[src/ggcb_pkg.sv]
// types and constants of the grey glyph colour blend pipeline
package ggcb_pkg;

    localparam logic [7:0]  COV_NONE = 8'd0;
    localparam logic [7:0]  COV_FULL = 8'd255;

    localparam logic [13:0] SCREEN_WIDTH_RST  = 14'd1024;
    localparam logic [13:0] SCREEN_HEIGHT_RST = 14'd768;
    localparam logic [15:0] ROW_STRIDE_RST    = 16'd4096;

    typedef enum logic [1:0] {
        CFG_SCREEN_WIDTH  = 2'd0,
        CFG_SCREEN_HEIGHT = 2'd1,
        CFG_ROW_STRIDE    = 2'd2
    } cfg_reg_t;

    typedef struct packed {
        logic [12:0] origin_x;
        logic [12:0] origin_y;
        logic [11:0] glyph_width;
        logic [11:0] glyph_height;
        logic [11:0] sample_col;
        logic [11:0] sample_row;
        logic [7:0]  coverage;
        logic [23:0] fg_rgb;
        logic [23:0] bg_rgb;
        logic        end_of_batch;
    } ggcb_in_t;

    typedef struct packed {
        logic        write_enable;
        logic [27:0] byte_offset;
        logic [23:0] pixel_xrgb;
        logic        status;
        logic        batch_done;
    } ggcb_out_t;

    // after clipping, products and screen position
    typedef struct packed {
        logic        write_enable;
        logic        status;
        logic        batch_done;
        logic [13:0] pos_x;
        logic [13:0] pos_y;
        logic        cov_none;
        logic        cov_full;
        logic [23:0] fg_rgb;
        logic [23:0] bg_rgb;
        logic [2:0][15:0] fg_prod;
        logic [2:0][15:0] bg_prod;
    } ggcb_s1_t;

    // after the row multiply and the channel sums
    typedef struct packed {
        logic        write_enable;
        logic        status;
        logic        batch_done;
        logic [13:0] pos_x;
        logic [29:0] row_offset;
        logic [23:0] pixel_xrgb;
    } ggcb_s2_t;

endpackage

[src/grey_glyph_color_blend.sv]
// grey glyph coverage blend into xrgb8888 pixels with clipping and offset
// throughput: one word per cycle while rsp_ready does not stall the output,
// three register stages with a valid bit each
// stage 1 clips and forms channel products, stage 2 row multiply and blend, stage 3 offset
// reset: asynchronous, clears the stage valid bits and loads 1024, 768 and 4096
// into the screen width, screen height and row stride registers
module grey_glyph_color_blend
(
    input  logic                 clk,
    input  logic                 rst_n,
    input  logic                 req_valid,
    output logic                 req_ready,
    input  ggcb_pkg::ggcb_in_t   req,
    output logic                 rsp_valid,
    input  logic                 rsp_ready,
    output ggcb_pkg::ggcb_out_t  rsp,
    input  logic                 cfg_valid,
    output logic                 cfg_ready,
    input  logic [1:0]           cfg_index,
    input  logic [15:0]          cfg_data
);

    logic [13:0] screen_width_reg, screen_width_next;
    logic [13:0] screen_height_reg, screen_height_next;
    logic [15:0] row_stride_reg, row_stride_next;

    logic v1_reg, v1_next;
    logic v2_reg, v2_next;
    logic v3_reg, v3_next;
    logic ready1, ready2, ready3;

    ggcb_pkg::ggcb_s1_t  s1_reg, s1_next;
    ggcb_pkg::ggcb_s2_t  s2_reg, s2_next;
    ggcb_pkg::ggcb_out_t s3_reg, s3_next;

    // configuration
    assign cfg_ready = 1'b1;

    always_comb
    begin
        screen_width_next  = screen_width_reg;
        screen_height_next = screen_height_reg;
        row_stride_next    = row_stride_reg;
        if (cfg_valid)
        begin
            case (cfg_index)
                ggcb_pkg::CFG_SCREEN_WIDTH:  screen_width_next  = cfg_data[13:0];
                ggcb_pkg::CFG_SCREEN_HEIGHT: screen_height_next = cfg_data[13:0];
                ggcb_pkg::CFG_ROW_STRIDE:    row_stride_next    = cfg_data;
                default:                     ;
            endcase
        end
    end

    // flow control, each stage frees up when the one after it can take its word
    assign ready3    = !v3_reg || rsp_ready;
    assign ready2    = !v2_reg || ready3;
    assign ready1    = !v1_reg || ready2;
    assign req_ready = ready1;

    assign v1_next = ready1 ? req_valid : v1_reg;
    assign v2_next = ready2 ? v1_reg    : v2_reg;
    assign v3_next = ready3 ? v2_reg    : v3_reg;

    always_ff @(posedge clk or negedge rst_n)
    begin
        if (!rst_n)
        begin
            screen_width_reg  <= ggcb_pkg::SCREEN_WIDTH_RST;
            screen_height_reg <= ggcb_pkg::SCREEN_HEIGHT_RST;
            row_stride_reg    <= ggcb_pkg::ROW_STRIDE_RST;
            v1_reg            <= 1'b0;
            v2_reg            <= 1'b0;
            v3_reg            <= 1'b0;
        end
        else
        begin
            screen_width_reg  <= screen_width_next;
            screen_height_reg <= screen_height_next;
            row_stride_reg    <= row_stride_next;
            v1_reg            <= v1_next;
            v2_reg            <= v2_next;
            v3_reg            <= v3_next;
        end
    end

    // stage 1: origin check, clipping, channel products
    always_comb
    begin
        logic [7:0] cov_inv;
        cov_inv = ggcb_pkg::COV_FULL - req.coverage;
        s1_next.status = ({1'b0, req.origin_x} >= screen_width_reg) ||
                         ({1'b0, req.origin_y} >= screen_height_reg);
        s1_next.pos_x = {1'b0, req.origin_x} + {2'b00, req.sample_col};
        s1_next.pos_y = {1'b0, req.origin_y} + {2'b00, req.sample_row};
        // with the origin on screen, clipping to screen - origin is a bound on the position
        s1_next.write_enable = !s1_next.status &&
                               (req.sample_col < req.glyph_width) &&
                               (req.sample_row < req.glyph_height) &&
                               (s1_next.pos_x < screen_width_reg) &&
                               (s1_next.pos_y < screen_height_reg);
        s1_next.batch_done = req.end_of_batch;
        s1_next.cov_none   = (req.coverage == ggcb_pkg::COV_NONE);
        s1_next.cov_full   = (req.coverage == ggcb_pkg::COV_FULL);
        s1_next.fg_rgb     = req.fg_rgb;
        s1_next.bg_rgb     = req.bg_rgb;
        for (int c = 0; c < 3; c++)
        begin
            s1_next.fg_prod[c] = {8'd0, req.fg_rgb[8*c +: 8]} * {8'd0, req.coverage};
            s1_next.bg_prod[c] = {8'd0, req.bg_rgb[8*c +: 8]} * {8'd0, cov_inv};
        end
    end

    // stage 2: row multiply and blended pixel
    always_comb
    begin
        logic [15:0] sum;
        s2_next.write_enable = s1_reg.write_enable;
        s2_next.status       = s1_reg.status;
        s2_next.batch_done   = s1_reg.batch_done;
        s2_next.pos_x        = s1_reg.pos_x;
        s2_next.row_offset   = {16'd0, s1_reg.pos_y} * {14'd0, row_stride_reg};
        s2_next.pixel_xrgb   = '0;
        sum                  = '0;
        if (!s1_reg.write_enable)
        begin
            s2_next.pixel_xrgb = '0;
        end
        else if (s1_reg.cov_none)
        begin
            s2_next.pixel_xrgb = s1_reg.bg_rgb;
        end
        else if (s1_reg.cov_full)
        begin
            s2_next.pixel_xrgb = s1_reg.fg_rgb;
        end
        else
        begin
            // sum never exceeds 255 * 255, so sixteen bits hold it
            for (int c = 0; c < 3; c++)
            begin
                sum = s1_reg.fg_prod[c] + s1_reg.bg_prod[c];
                s2_next.pixel_xrgb[8*c +: 8] = sum[15:8];
            end
        end
    end

    // stage 3: byte offset, wraps to 28 bits
    always_comb
    begin
        s3_next.write_enable = s2_reg.write_enable;
        s3_next.status       = s2_reg.status;
        s3_next.batch_done   = s2_reg.batch_done;
        s3_next.pixel_xrgb   = s2_reg.pixel_xrgb;
        s3_next.byte_offset  = s2_reg.write_enable ?
                               (s2_reg.row_offset[27:0] + {12'd0, s2_reg.pos_x, 2'b00}) :
                               28'd0;
    end

    always_ff @(posedge clk)
    begin
        if (ready1 && req_valid)
        begin
            s1_reg <= s1_next;
        end
        if (ready2 && v1_reg)
        begin
            s2_reg <= s2_next;
        end
        if (ready3 && v2_reg)
        begin
            s3_reg <= s3_next;
        end
    end

    assign rsp_valid = v3_reg;
    assign rsp       = s3_reg;

endmodule

[config.mk]
export PLATFORM = sky130hd
export DESIGN_NAME = grey_glyph_color_blend
export DESIGN_NICKNAME = d
export VERILOG_FILES = /design/src/ggcb_pkg.sv /design/src/grey_glyph_color_blend.sv
export SDC_FILE = /design/constraint.sdc
export NUM_CORES = 2
export LEC_CHECK = 0
export BUFFER_PORTS_ARGS = -buffer_cell sky130_fd_sc_hd__buf_4
export CAP_MARGIN = 20
export CORE_ASPECT_RATIO = 0.7
export CORE_MARGIN = 5
export CORE_UTILIZATION = 50
export DETAILED_ROUTE_END_ITERATION = 7
export GPL_ROUTABILITY_DRIVEN = 0
export GPL_TIMING_DRIVEN = 0
export PLACE_DENSITY = 0.68
export SLEW_MARGIN = 20
export SYNTH_ARGS = -nofsm -noshare
export SYNTH_HDL_FRONTEND = slang
export SYNTH_SLANG_ARGS = --single-unit
[constraint.sdc]
create_clock -name clk -period 6.6 [get_ports clk]
set_input_delay 0.66 -clock clk [delete_from_list [all_inputs] [get_ports clk]]
set_output_delay 0.66 -clock clk [all_outputs]
set_load 0.01 [all_outputs]
# Yosys cells after proc, flatten, opt, wreduce, memory -nomap -nowiden
# Index checks and enable logic that the tools add are counted.
[word_totals]
regBits = 348
in_bits = 154
out_inout_bits = 58
wordCells = 77
[op_classes]
add_sub_neg = 7
n_mul = 7
magnitude_cmp = 6
n_eq_ne = 3
muxes = 2
n_reduce_logical = 20
[op_table]
columns = ["cell", "count"]
rows = [
  ["multiplier 8 x 8 -> 16 bit", 6],
  ["adder 16 bit", 3],
  ["2-to-1 mux 24 bit", 2],
  ["adder 13 x 12 -> 14 bit", 2],
  ["adder 28 x 16 -> 28 bit", 1],
  [">= comparator 13 x 14 -> 1 bit", 2],
  ["less-than comparator 14 bit", 2],
  ["multiplier 14 x 16 -> 28 bit", 1],
  ["less-than comparator 12 bit", 2],
  ["== test 8 bit (second input constant)", 1],
  ["zero test 8 bit", 1],
  ["subtractor 8 bit (first input constant)", 1],
  ["logical AND 1 bit", 7],
  ["AND reduction 2 bit", 3],
  ["zero test 1 bit", 4],
  ["logical OR 1 bit", 4],
  ["== test 2 x 1 -> 1 bit (second input constant)", 1],
  ["== test 2 bit (second input constant)", 1],
  ["zero test 2 bit", 1],
]

# Longest topological paths before layout
[logic_depth]
word_depth = 7
ltp_mapped = 23
mapped_depth_nobuf = 22

# Least setup slack after synthesis
# Ideal clock, no wire load.
[synth_timing]
path_type = "reg2reg"
startpoint = "register s1_reg[148] (netlist bit)"
endpoint = "register s2_reg[49] (netlist bit) (data pin)"
setup_ns = 0.259
arrival_time_ns = 5.588
t_required_ns = 6.341
setup_slack_ns = 0.753
path_stages_with_launch = 22
n_path_buf = 1
period_less_slack_ns = 5.847
cell_sequence = "edfxtp_1 -> buf_1 -> and2_1 -> fa_1 -> inv_1 -> fa_1 -> inv_1 -> fa_1 -> fa_1 -> fa_1 -> inv_1 -> fa_1 -> inv_1 -> ha_1 -> a21o_1 -> a21oi_1 -> nor2_1 -> a211oi_1 -> a41oi_1 -> a31oi_1 -> nor3_1 -> a211o_1"
[synth_rtl]
columns = ["item", "line", "source"]
rows = [
  ["from (decl)", "grey_glyph_color_blend.sv:32", "ggcb_pkg::ggcb_s1_t s1_reg, s1_next;"],
  ["from (signal assigned)", "grey_glyph_color_blend.sv:164", "s1_reg <= s1_next;"],
  ["to (signal assigned)", "grey_glyph_color_blend.sv:168", "s2_reg <= s2_next;"],
  ["to (decl)", "grey_glyph_color_blend.sv:33", "ggcb_pkg::ggcb_s2_t s2_reg, s2_next;"],
]

==> impl_metrics.json <==
{
  "synthFlopType": "edfxtp_1",
  "cap_violations": 0,
  "hold_class": "primary input to async pin",
  "grt_max_degree": 54,
  "hpwlAfterDp_um": 78000,
  "synth_cell_types": 83,
  "die-width_um": 331,
  "timing.fmax_ghz": 0.156,
  "final_cell_mix": "573 x inv_1, 451 x ha_1, 383 x fa_1, 301 x edfxtp_1, 294 x nand2_1",
  "initial_core_util_pct": 50.3,
  "setup_ws_ns": 0.179,
  "viasPerCell": 5.41,
  "tightest_slew_ns": 1.21,
  "cts-buffers-inserted": 41,
  "period_minus_slack_ns": 6.42,
  "fin_skew_ns": 0.0215,
  "worst_setup_path_end_kind": "flip-flop",
  "syn_nets": 4484,
  "nets": 4749,
  "drcViolationCount": 0,
  "worstPathMaxFanout": 10,
  "final_util_pct": 56.5,
  "post-place-ws_ns": -0.230,
  "drt_iter0_markers": 2169,
  "finalWirelength_um": 97200,
  "critPathLaunchType": "flip-flop",
  "drt-wirelength-per-cell_um": 20.4,
  "worstSetupPathType": "flip-flop to flip-flop",
  "grt_pass1_vias": 25700,
  "grt_util_all_layers_pct": 25.4,
  "synth-seq-cells": 348,
  "core_mm2": 0.0715,
  "status": "completed",
  "die_area_mm2": 0.0775,
  "root_buffer": "clkbuf_16",
  "firstDrtPassIters": 5,
  "die_h_um": 234,
  "final_hold_viol_count": 0,
  "ctsHoldBuffers": 0,
  "async_flop_share_pct": 13.5,
  "post-route-period-util_pct": 97.3,
  "grt_pass1_wl_um": 151000,
  "rows": 82,
  "synth-edff-count": 301,
  "via_count": 25800,
  "largest_reg_flops": 177,
  "syn_area_mm2": 0.0360,
  "relSlewSlack_pct": 19.5,
  "finalSetupTns_ns": 0,
  "syn2layout_area_growth_pct": 12.3,
  "worstPathArrival_ns": 6.67,
  "synthCells": 3494,
  "ys_warn_count": 0,
  "yosysSeqAreaShare_pct": 28.4,
  "clk_pin_slew_ns": 0.06,
  "drtAntennaViolNets": 0,
  "ctsHtreeMaxLevel": 2,
  "clk_path_buf_depth": 3,
  "drv_slew": 0,
  "worstSkewPairLatency_ns": 0.58,
  "avgSynthCellArea_um2": 10.3,
  "cts_sinks": 348,
  "fin_cells": 4756,
  "io_buffers": 210,
  "drive_gt1_share_pct": 10.1,
  "antenna_found_initial": 9,
  "final_common_cell": "inv_1",
  "rrSetupSlack_ns": 0.18,
  "dp.cells": 4675,
  "grt_overflow": 0,
  "cts_tree": "done",
  "setup_viol": 0,
  "cp.required_ns": 6.85,
  "ios": 212
}
[metrics by stage]
step / hold slack, ns / area (um^2)
floorplan: 0.364 / 36000
global placement: 0.401 / 38800
detailed placement: 0.405 / 38900
CTS: 0.118 / 40300
global route: 0.159 / 40400
finish: 0.113 / 40400
[repair_timing]
action / 4_1_cts / 5_1_grt
endpoints found under the setup margin: 3 / 6
pin swaps: 0 / 4
resized for setup: 18 / 41
buffers inserted: 0 / 8
cloned: 0 / 0
[worst paths after layout]
kind                                         start                                 to  cells past startpoint
setup / recovery             s1_reg[154]$_DFFE_PP_               s2_reg[51]$_DFFE_PP_                     20
hold / removal                               rst_n  screen_height_reg[10]$_DFFE_PN0P_                      1
setup reg to reg             s1_reg[154]$_DFFE_PP_               s2_reg[51]$_DFFE_PP_                     20
hold reg to reg            s2_reg[6]$_SDFFCE_PN0P_                   rsp[8]$_DFFE_PP_                      0
max in group asynchronous                    rst_n      row_stride_reg[1]$_DFFE_PN0P_                      1
min in group clk                            req[0]              s1_reg[174]$_DFFE_PP_                      1
[per-layer routing]
metal,GRT usage [%],wire length (um),vias to the layer above
li1,-,-,12100
met1,39.6,46400,12600
met2,34.4,37500,993
met3,8.49,11400,121
met4,5.08,1750,4
met5,0,32,-
[cells by family after synthesis]
family	count (synthesis)	synth area share, %
AND/OR/NAND/NOR	1024	14.9
adder cells (fa/ha/maj)	836	37.0
buffers and inverters	667	6.97
AO/OA/AOI/OAI	446	8.22
flip-flops	348	28.4
XOR/XNOR	133	3.24
multiplexers	39	1.20
other	1	0.0104
[final cells by class]
class / count / area (um^2)
Fill cell: 6231 / 31100
Multi-Input combinational cell: 2479 / 23300
Sequential cell: 348 / 10200
Inverter: 573 / 2150
Timing Repair Buffer: 223 / 1770
Tap cell: 966 / 1210
Clock buffer: 50 / 1080
Buffer: 93 / 397
Clock inverter: 21 / 239
Antenna cell: 3 / 7.51
[synth_stat cells, drive strengths merged, types with 5 or more instances]
cell type / count / share of area [%]
xnor2: 106 / 2.6
fa: 383 / 21
o21ai: 97 / 1.4
nor2: 111 / 1.2
a2111oi: 5 / 0.17
nand2: 294 / 3.1
o21bai: 7 / 0.15
nor3b: 5 / 0.10
mux2: 32 / 1.0
xor2: 27 / 0.66
nand2b: 102 / 1.8
a21oi: 124 / 1.7
nand4b: 6 / 0.15
o31a: 5 / 0.12
nor3: 27 / 0.38
or3: 14 / 0.24
and3: 17 / 0.30
a31oi: 10 / 0.17
o211ai: 14 / 0.29
edfxtp: 301 / 25
mux2i: 7 / 0.19
or4: 9 / 0.19
a211oi: 17 / 0.39
buf: 12 / 0.14
nand4: 16 / 0.28
a21o: 60 / 1.3
clkbuf: 82 / 0.86
nor4: 5 / 0.087
or2: 13 / 0.23
a21boi: 15 / 0.32
nand3: 36 / 0.50
ha: 453 / 16
o211a: 9 / 0.25
o2111ai: 5 / 0.12
and2: 219 / 3.8
inv: 573 / 6.0
dfrtp: 43 / 3.0
nor2b: 140 / 2.4
a31o: 5 / 0.12
o21a: 20 / 0.42
[worst max-delay path, stage by stage (launching register included)]
cell      delay, ns
edfxtp_1       0.56
buf_2          0.34
nand2_1        0.12
fa_1           0.55
inv_1          0.06
fa_1           0.54
fa_1           0.43
fa_1           0.46
fa_1           0.49
inv_1          0.05
fa_1           0.47
inv_1          0.04
ha_1           0.36
and4_4         0.26
nand4_1        0.09
a21oi_1        0.13
a21oi_1        0.14
a41oi_2        0.30
a31oi_4        0.17
o31ai_1        0.29
nand4_1        0.23
Power is not shown: default switching activity piles up to over one toggle a cycle in this logic, so the estimate is an artifact.
